### src/sv/sbalu_pkg.sv
`default_nettype none
package sbalu_pkg;

  localparam logic [4:0] OP_SET = 5'h01;
  localparam logic [4:0] OP_ADD = 5'h02;
  localparam logic [4:0] OP_SUB = 5'h03;
  localparam logic [4:0] OP_MUL = 5'h04;
  localparam logic [4:0] OP_MLI = 5'h05;
  localparam logic [4:0] OP_DIV = 5'h06;
  localparam logic [4:0] OP_DVI = 5'h07;
  localparam logic [4:0] OP_MOD = 5'h08;
  localparam logic [4:0] OP_MDI = 5'h09;
  localparam logic [4:0] OP_AND = 5'h0A;
  localparam logic [4:0] OP_BOR = 5'h0B;
  localparam logic [4:0] OP_XOR = 5'h0C;
  localparam logic [4:0] OP_SHR = 5'h0D;
  localparam logic [4:0] OP_ASR = 5'h0E;
  localparam logic [4:0] OP_SHL = 5'h0F;
  localparam logic [4:0] OP_IFB = 5'h10;
  localparam logic [4:0] OP_IFC = 5'h11;
  localparam logic [4:0] OP_IFE = 5'h12;
  localparam logic [4:0] OP_IFN = 5'h13;
  localparam logic [4:0] OP_IFG = 5'h14;
  localparam logic [4:0] OP_IFA = 5'h15;
  localparam logic [4:0] OP_IFL = 5'h16;
  localparam logic [4:0] OP_IFU = 5'h17;
  localparam logic [4:0] OP_ADX = 5'h1A;
  localparam logic [4:0] OP_SBX = 5'h1B;
  localparam logic [4:0] OP_STI = 5'h1E;
  localparam logic [4:0] OP_STD = 5'h1F;

  localparam logic [1:0] STEP_NONE = 2'd0;
  localparam logic [1:0] STEP_INC  = 2'd1;
  localparam logic [1:0] STEP_DEC  = 2'd2;

  localparam int DivBits = 32;
  localparam int RemCapture = 15;

  typedef struct packed {
    logic [4:0]  op;
    logic        a_zero;
    logic [15:0] nb;
    logic [15:0] nex;
    logic        run;
    logic [1:0]  step;
    logic [1:0]  cyc;
    logic        neg_q;
    logic        neg_r;
    logic [16:0] rem;
    logic [31:0] dq;
    logic [15:0] d;
    logic [15:0] r16;
  } item_t;

  function automatic logic [1:0] base_cycles(input logic [4:0] op);
    logic [1:0] c;
    c = 2'd0;
    case (op)
      OP_SET, OP_AND, OP_BOR, OP_XOR, OP_SHR, OP_ASR, OP_SHL: c = 2'd1;
      OP_ADD, OP_SUB, OP_MUL, OP_MLI: c = 2'd2;
      OP_IFB, OP_IFC, OP_IFE, OP_IFN, OP_IFG, OP_IFA, OP_IFL, OP_IFU: c = 2'd2;
      OP_STI, OP_STD: c = 2'd2;
      OP_DIV, OP_DVI, OP_MOD, OP_MDI, OP_ADX, OP_SBX: c = 2'd3;
      default: c = 2'd0;
    endcase
    return c;
  endfunction

endpackage
`default_nettype wire

### src/sv/sbalu_div_stage.sv
`default_nettype none
module sbalu_div_stage import sbalu_pkg::*; #(
  parameter int K     = 2,
  parameter int FIRST = 0
) (
  input  wire logic  clk_i,
  input  wire logic  rst_ni,
  input  wire logic  in_valid_i,
  input  wire item_t in_item_i,
  output logic       in_ready_o,
  output logic       out_valid_o,
  output item_t      out_item_o,
  input  wire logic  out_ready_i
);

  logic  valid_q;
  item_t item_q, item_d;

  always_comb begin
    logic [16:0] sh;
    logic        ge;
    item_d = in_item_i;
    for (int i = 0; i < K; i++) begin
      sh = {item_d.rem[15:0], item_d.dq[31]};
      ge = (sh >= {1'b0, item_d.d});
      item_d.rem = ge ? (sh - {1'b0, item_d.d}) : sh;
      item_d.dq  = {item_d.dq[30:0], ge};
      if (FIRST + i == RemCapture) begin
        item_d.r16 = item_d.rem[15:0];
      end
    end
  end

  assign in_ready_o = !valid_q || out_ready_i;

  always_ff @(posedge clk_i or negedge rst_ni) begin
    if (!rst_ni) begin
      valid_q <= 1'b0;
    end else if (in_ready_o) begin
      valid_q <= in_valid_i;
    end
  end

  always_ff @(posedge clk_i) begin
    if (in_ready_o && in_valid_i) begin
      item_q <= item_d;
    end
  end

  assign out_valid_o = valid_q;
  assign out_item_o  = item_q;

endmodule
`default_nettype wire

### src/sv/sixteen_bit_alu_with_overflow_word_core.sv
// Sixteen-bit ALU execute stage with overflow word. Fully pipelined: one
// instruction per cycle while out_ready_i is high; every opcode passes the front
// register, the restoring divider stages (STEPS_PER_STAGE quotient bits per
// stage) and the output register; STEPS_PER_STAGE must divide 32.
`default_nettype none
module sixteen_bit_alu_with_overflow_word_core import sbalu_pkg::*; #(
  parameter int STEPS_PER_STAGE = 2
) (
  input  wire logic        clk_i,
  input  wire logic        rst_ni,
  input  wire logic        in_valid_i,
  output logic             in_ready_o,
  input  wire logic [4:0]  mode_i,
  input  wire logic [15:0] operand_a_i,
  input  wire logic [15:0] operand_b_i,
  input  wire logic [15:0] overflow_in_i,
  output logic             out_valid_o,
  input  wire logic        out_ready_i,
  output logic [15:0]      result_b_o,
  output logic [15:0]      overflow_out_o,
  output logic             run_next_o,
  output logic [1:0]       index_step_o,
  output logic [1:0]       base_cycles_o
);

  localparam int NStages = DivBits / STEPS_PER_STAGE;

  logic  v   [0:NStages];
  item_t it  [0:NStages];
  logic  rdy [0:NStages+1];

  // front end
  item_t front;
  always_comb begin
    logic [15:0] a, b, ex, ma, mb;
    logic [16:0] s17;
    logic [17:0] s18;
    logic signed [18:0] t19;
    logic [31:0] pu, r32;
    logic signed [31:0] ps, rs;
    logic [4:0] sh;
    logic sgn;
    a  = operand_a_i;
    b  = operand_b_i;
    ex = overflow_in_i;
    s17 = {1'b0, a} + {1'b0, b};
    s18 = {2'b0, a} + {2'b0, b} + {2'b0, ex};
    t19 = $signed({3'b0, b}) - $signed({3'b0, a}) + $signed({3'b0, ex});
    pu  = {16'h0, a} * {16'h0, b};
    ps  = $signed({{16{a[15]}}, a}) * $signed({{16{b[15]}}, b});
    sh  = (a > 16'd31) ? 5'd31 : a[4:0];
    rs  = $signed({b, 16'h0}) >>> sh;
    r32 = 32'h0;
    sgn = (mode_i == OP_DVI) || (mode_i == OP_MDI);
    ma  = (sgn && a[15]) ? (~a + 16'd1) : a;
    mb  = (sgn && b[15]) ? (~b + 16'd1) : b;

    front        = '0;
    front.op     = mode_i;
    front.a_zero = (a == 16'h0);
    front.nb     = b;
    front.nex    = ex;
    front.run    = 1'b1;
    front.step   = STEP_NONE;
    front.cyc    = base_cycles(mode_i);
    front.neg_q  = sgn && (a[15] ^ b[15]);
    front.neg_r  = sgn && b[15];
    front.rem    = '0;
    front.dq     = {mb, 16'h0};
    front.d      = ma;
    front.r16    = '0;

    case (mode_i)
      OP_SET: front.nb = a;
      OP_ADD: begin
        front.nb  = s17[15:0];
        front.nex = {15'h0, s17[16]};
      end
      OP_SUB: begin
        front.nb  = b - a;
        front.nex = (b < a) ? 16'hFFFF : 16'h0;
      end
      OP_MUL: begin
        front.nb  = pu[15:0];
        front.nex = pu[31:16];
      end
      OP_MLI: begin
        front.nb  = ps[15:0];
        front.nex = ps[31:16];
      end
      OP_AND: front.nb = b & a;
      OP_BOR: front.nb = b | a;
      OP_XOR: front.nb = b ^ a;
      OP_SHR: begin
        if (a >= 16'd32) begin
          front.nb  = 16'h0;
          front.nex = 16'h0;
        end else begin
          r32 = {b, 16'h0} >> a[4:0];
          front.nb  = r32[31:16];
          front.nex = r32[15:0];
        end
      end
      OP_ASR: begin
        front.nb  = rs[31:16];
        front.nex = rs[15:0];
      end
      OP_SHL: begin
        if (a >= 16'd32) begin
          front.nb  = 16'h0;
          front.nex = 16'h0;
        end else begin
          r32 = {16'h0, b} << a[4:0];
          front.nb  = r32[15:0];
          front.nex = r32[31:16];
        end
      end
      OP_IFB: front.run = ((b & a) != 16'h0);
      OP_IFC: front.run = ((b & a) == 16'h0);
      OP_IFE: front.run = (b == a);
      OP_IFN: front.run = (b != a);
      OP_IFG: front.run = (b > a);
      OP_IFA: front.run = ($signed(b) > $signed(a));
      OP_IFL: front.run = (b < a);
      OP_IFU: front.run = ($signed(b) < $signed(a));
      OP_ADX: begin
        front.nb  = s18[15:0];
        front.nex = (s18 >= 18'h10000) ? 16'h1 : 16'h0;
      end
      OP_SBX: begin
        front.nb  = t19[15:0];
        front.nex = t19[18] ? 16'hFFFF : 16'h0;
      end
      OP_STI: begin
        front.nb   = a;
        front.step = STEP_INC;
      end
      OP_STD: begin
        front.nb   = a;
        front.step = STEP_DEC;
      end
      default: ;
    endcase
  end

  logic  s0_valid_q;
  item_t s0_item_q;

  assign rdy[0]     = !s0_valid_q || rdy[1];
  assign in_ready_o = rdy[0];

  always_ff @(posedge clk_i or negedge rst_ni) begin
    if (!rst_ni) begin
      s0_valid_q <= 1'b0;
    end else if (rdy[0]) begin
      s0_valid_q <= in_valid_i;
    end
  end

  always_ff @(posedge clk_i) begin
    if (rdy[0] && in_valid_i) begin
      s0_item_q <= front;
    end
  end

  assign v[0]  = s0_valid_q;
  assign it[0] = s0_item_q;

  for (genvar j = 1; j <= NStages; j++) begin : g_div
    sbalu_div_stage #(
      .K     (STEPS_PER_STAGE),
      .FIRST ((j - 1) * STEPS_PER_STAGE)
    ) u_stage (
      .clk_i       (clk_i),
      .rst_ni      (rst_ni),
      .in_valid_i  (v[j-1]),
      .in_item_i   (it[j-1]),
      .in_ready_o  (rdy[j]),
      .out_valid_o (v[j]),
      .out_item_o  (it[j]),
      .out_ready_i (rdy[j+1])
    );
  end

  // sign fix and divide-by-zero handling
  item_t       last;
  logic [15:0] fin_b_d, fin_ex_d;
  always_comb begin
    last     = it[NStages];
    fin_b_d  = last.nb;
    fin_ex_d = last.nex;
    case (last.op)
      OP_DIV, OP_DVI: begin
        if (last.a_zero) begin
          fin_b_d  = 16'h0;
          fin_ex_d = 16'h0;
        end else if (last.neg_q) begin
          fin_b_d  = ~last.dq[31:16] + 16'd1;
          fin_ex_d = ~last.dq[15:0] + 16'd1;
        end else begin
          fin_b_d  = last.dq[31:16];
          fin_ex_d = last.dq[15:0];
        end
      end
      OP_MOD, OP_MDI: begin
        if (last.a_zero) begin
          fin_b_d = 16'h0;
        end else begin
          fin_b_d = last.neg_r ? (~last.r16 + 16'd1) : last.r16;
        end
      end
      default: ;
    endcase
  end

  logic        out_valid_q;
  logic [15:0] out_b_q, out_ex_q;
  logic        out_run_q;
  logic [1:0]  out_step_q, out_cyc_q;

  assign rdy[NStages+1] = !out_valid_q || out_ready_i;

  always_ff @(posedge clk_i or negedge rst_ni) begin
    if (!rst_ni) begin
      out_valid_q <= 1'b0;
    end else if (rdy[NStages+1]) begin
      out_valid_q <= v[NStages];
    end
  end

  always_ff @(posedge clk_i) begin
    if (rdy[NStages+1] && v[NStages]) begin
      out_b_q    <= fin_b_d;
      out_ex_q   <= fin_ex_d;
      out_run_q  <= last.run;
      out_step_q <= last.step;
      out_cyc_q  <= last.cyc;
    end
  end

  assign out_valid_o    = out_valid_q;
  assign result_b_o     = out_b_q;
  assign overflow_out_o = out_ex_q;
  assign run_next_o     = out_run_q;
  assign index_step_o   = out_step_q;
  assign base_cycles_o  = out_cyc_q;

endmodule
`default_nettype wire
### config.mk
export PLATFORM = sky130hd
export DESIGN_NAME = sixteen_bit_alu_with_overflow_word_core
export DESIGN_NICKNAME = d
export VERILOG_FILES = /design/src/sv/sbalu_pkg.sv /design/src/sv/sbalu_div_stage.sv /design/src/sv/sixteen_bit_alu_with_overflow_word_core.sv
export SDC_FILE = /design/constraint.sdc
export NUM_CORES = 2
export LEC_CHECK = 0
export ABC_AREA = 1
export ABC_CLOCK_PERIOD_IN_PS = 6950
export BUFFER_PORTS_ARGS = -buffer_cell sky130_fd_sc_hd__buf_4
export CAP_MARGIN = 10
export CORE_MARGIN = 3
export CORE_UTILIZATION = 58
export DETAILED_ROUTE_END_ITERATION = 12
export GPL_ROUTABILITY_DRIVEN = 0
export PLACE_DENSITY_LB_ADDON = 0.12
export RECOVER_POWER = 50
export SLEW_MARGIN = 20
export SYNTH_ARGS = -nofsm -noshare
export SYNTH_HDL_FRONTEND = slang
export SYNTH_SLANG_ARGS = --single-unit
### constraint.sdc
create_clock -name clk_i -period 6.95 [get_ports clk_i]
set_input_delay 0.3475 -clock clk_i [delete_from_list [all_inputs] [get_ports clk_i]]
set_output_delay 0.3475 -clock clk_i [all_outputs]
set_load 0.03 [all_outputs]
==> impl_metrics.toml <==
[yosys]
syn-num-nets = 12184
synth_compound_area_share_pct = 8.57
synth_top_family_by_area = "simple AND/OR/NAND/NOR gates"
yosysWarnings = 0
synthTopCellsByArea = "edfxtp_1, nand2_1, ha_1, fa_1, inv_1"
avgSynthCellArea_um2 = 9.88
synth_top_area_share_pct = 48.5
synth_seq_cells = 1771
ys.flop_type = "edfxtp_1"
muxShareOfSynthArea_pct = 0
ys_top_cells_by_count = "nand2_1, edfxtp_1, inv_1"
netlist_area_um2 = 109000
synthXorXnorAreaFrac_pct = 3.65
ys_seq_area_share_pct = 48.9
synth_edf_count = 1753
synth_top_cell_by_area = "edfxtp_1"
synth_async_sr_flop_share_pct = 1.02
synth.most_common_cell = "nand2_1"
synth.distinct_cells = 73
netlist_instances = 10991
yosys.area_share.adder_pct = 15.9
synth_simple_gate_area_share_pct = 16.6

[cts]
clock_path_buffers = 3
clock_sinks = 1771
ctsResizeCount = 0
htree_levels = 4
cts_tree = "built"
cts_buffers = 173
clk_latency_ns = 0.83
clkTransAtPathRegs_ns = 0.08
root_buffer = "clkbuf_16"

[critical_path]
worstReg2RegStart = "g_div[9].u_stage.out_item_o[17]$_DFFE_PP_"
cp.arrival_ns = 6.88
critPathKind = "primary input to flip-flop"
cp_data_required_time_ns = 7.32
reg2reg_slack_ns = 1.50
cp-start-kind = "primary input"
r2r-end = "g_div[10].u_stage.out_item_o[67]$_DFFE_PP_"
path_max_fanout = 24
critPathCaptureType = "flip-flop"
r2r.worst_path.cells = 21

[timing]
hold_viol_final = 0
fmax_mhz = 154
setup-tns-final_ns = 0
max-slew-margin-rel_pct = -110
setup_viol = 0
fin_crit_ns = 6.51
rsz0062_at_grt = "false"
slew_violations = 345
fin_crit_sh_pct = 93.7
worst_pin_slew_ns = 3.15
clock_skew_ns = 0.0527

[grt]
grtUsageTotal_pct = 30.6
grt_max_degree = 85
grt_busiest_layer = "met2"
grt_pass1_wl_um = 451000
grt_antenna_before_repair = 24
use_met1_pct = 38.3
use_met3_pct = 8.12
grt_remaining_overflow = 0
use_met2_pct = 47.6
grt_pass1_vias = 77683

[floorplanning]
die_width_um = 439
fp.dieArea_um2 = 193000
core_area_um2 = 186000
start_util_pct = 58.5
ioPinCount = 96
num_rows = 158
dieHeight_um = 439

[finish]
fin_area_um2 = 118000
drive_gt1_share_pct = 6.03
syn_to_final_growth_pct = 8.49
nets = 12344
seq_area_um2 = 53100
nFillCells = 15018
multiInputGateArea_um2 = 48600

[min_path]
hp-start = "operand_b_i[14]"
min_to = "it[2134]$_DFFE_PP_"
hold_path_depth = 3
hold_path_class = "primary input to flip-flop"

[placement]
hpwlAfterDp_um = 225000
dpl_cell_area_um2 = 112000
place.port_buffers = 95

[outcome]
violations = "capacitance limit, slew limit"
status = "complete, but fails checks"

[flow_run]
drv_cap = 7

[drt]
first_pass_iters = 10
viasPerCell = 5.79
drcViolationCount = 0
routed_wl_um = 295000
first_iter_violations = 8696
vias = 79855
ant_nets = 0
wl_per_cell_um = 21.4
## final cells by class
type / instances / share of cell area, %
clock inverter: 116 / 1.12
inverter: 1506 / 4.82
antenna: 13 / 0.0276
tap: 2480 / 2.63
timing repair buffer: 218 / 1.31
multi-input combinational: 7481 / 41.3
clock buffer: 204 / 3.77
sequential: 1771 / 45.0
## flip-flops by register name, indices dropped and copies added (netlist names)
name and count:
out_valid_o 1, result_b_o 16, run_next_o 1, index_step_o 2, it 76, s0_valid_q 1
overflow_out_o 16, g_div.u_stage.out_item_o 1640, base_cycles_o 2, g_div.u_stage.out_valid_o 16
## through the flow
stage	instances	hold slack (ns)	utilization [%]	setup WS (ns)
6_report	13789	0.113	63.4	0.439
5_1_grt	13778	0.0693	63.4	0.446
4_1_cts	13775	0.00898	63.5	1.13
3_5_place_dp	13430	0.238	60.3	0.276
3_3_place_gp	13430	0.233	60.3	0.312
2_1_floorplan	10991	0.0519	-	0.515
## worst max path at each step
stage / from / endpoint / slack, ns / depth (start not counted)
finish: operand_a_i[0] / it[2133]$_DFFE_PP_ / 0.44 / 25
global route: operand_a_i[0] / it[2133]$_DFFE_PP_ / 0.45 / 25
CTS: operand_b_i[10] / it[2110]$_DFFE_PP_ / 1.13 / 21
detailed placement: operand_b_i[10] / it[2110]$_DFFE_PP_ / 0.28 / 21
global placement: operand_b_i[9] / it[2113]$_DFFE_PP_ / 0.31 / 24
floorplan: out_valid_o$_DFFE_PN0P_ / g_div[14].u_stage.out_item_o[0]$_DFFE_PP_ / 0.52 / 5
## worst max-delay path, cell delays in order
cell      delay [ns]
buf_4           0.28
clkbuf_1        0.63
nand2_1         0.23
inv_1           0.30
ha_1            0.21
inv_1           0.05
fa_1            0.38
inv_1           0.06
ha_1            0.14
inv_1           0.08
fa_1            0.49
inv_1           0.05
fa_1            0.54
inv_1           0.05
fa_1            0.48
inv_1           0.05
ha_1            0.36
a21oi_1         0.35
nand2_1         0.22
a21o_1          0.24
o21ai_0         0.38
buf_4           0.19
o21ai_0         0.09
nor3_1          0.22
nand3_1         0.43
## timing repair
action | CTS | global route
setup buffers | 0 | 0
hold endpoints to repair | 47 | 0
endpoints found under the setup margin | 0 | 0
hold buffers | 25 | 0
## kinds of logic (layout without fill, tap and decap cells)
family,Yosys count,in the layout
and+or+nand+nor,4256,4256
adders and majority gates,1136,1136
other,0,13
buffers and inverters,1739,2044
xor gates and xnor gates,453,453
AOI/OAI and AO/OA,1636,1636
DFF,1771,1771
## cell usage in the layout, fill, tap and decap left out, types with 22 or more instances in the layout
cell / synthesis / layout
o21ai_2: 80 / 79
clkinv_2: 0 / 32
nand3_1: 580 / 580
a31oi_1: 56 / 55
a21boi_0: 30 / 30
o21ai_0: 487 / 485
o21bai_1: 30 / 30
a21oi_1: 660 / 655
nor3_1: 96 / 96
inv_1: 1464 / 1456
o2111ai_1: 22 / 22
xor2_1: 239 / 239
a21o_1: 66 / 66
inv_2: 28 / 27
xnor2_1: 214 / 214
nor2_1: 563 / 565
clkbuf_1: 75 / 78
fa_1: 407 / 407
clkbuf_16: 0 / 173
nor4_1: 25 / 24
clkinv_1: 7 / 41
nand3b_1: 27 / 27
or2_2: 41 / 41
nand4_1: 135 / 137
nand2_2: 27 / 22
dlygate4sd3_1: 0 / 25
edfxtp_1: 1753 / 1753
nand3_2: 23 / 23
o21ai_1: 91 / 94
nand2_1: 2671 / 2676
buf_4: 30 / 144
ha_1: 729 / 729
## metal layers
| layer | vias to the layer above | routed length (um) |
|---|---|---|
| met5 | - | 246 |
| met4 | 10 | 21900 |
| met3 | 1124 | 28800 |
| met2 | 3916 | 132000 |
| met1 | 37413 | 112000 |
| li1 | 37392 | - |
Power is left out: the tool's default activity adds up to more than one toggle a clock period on the data nets, which glitch-free logic cannot reach.
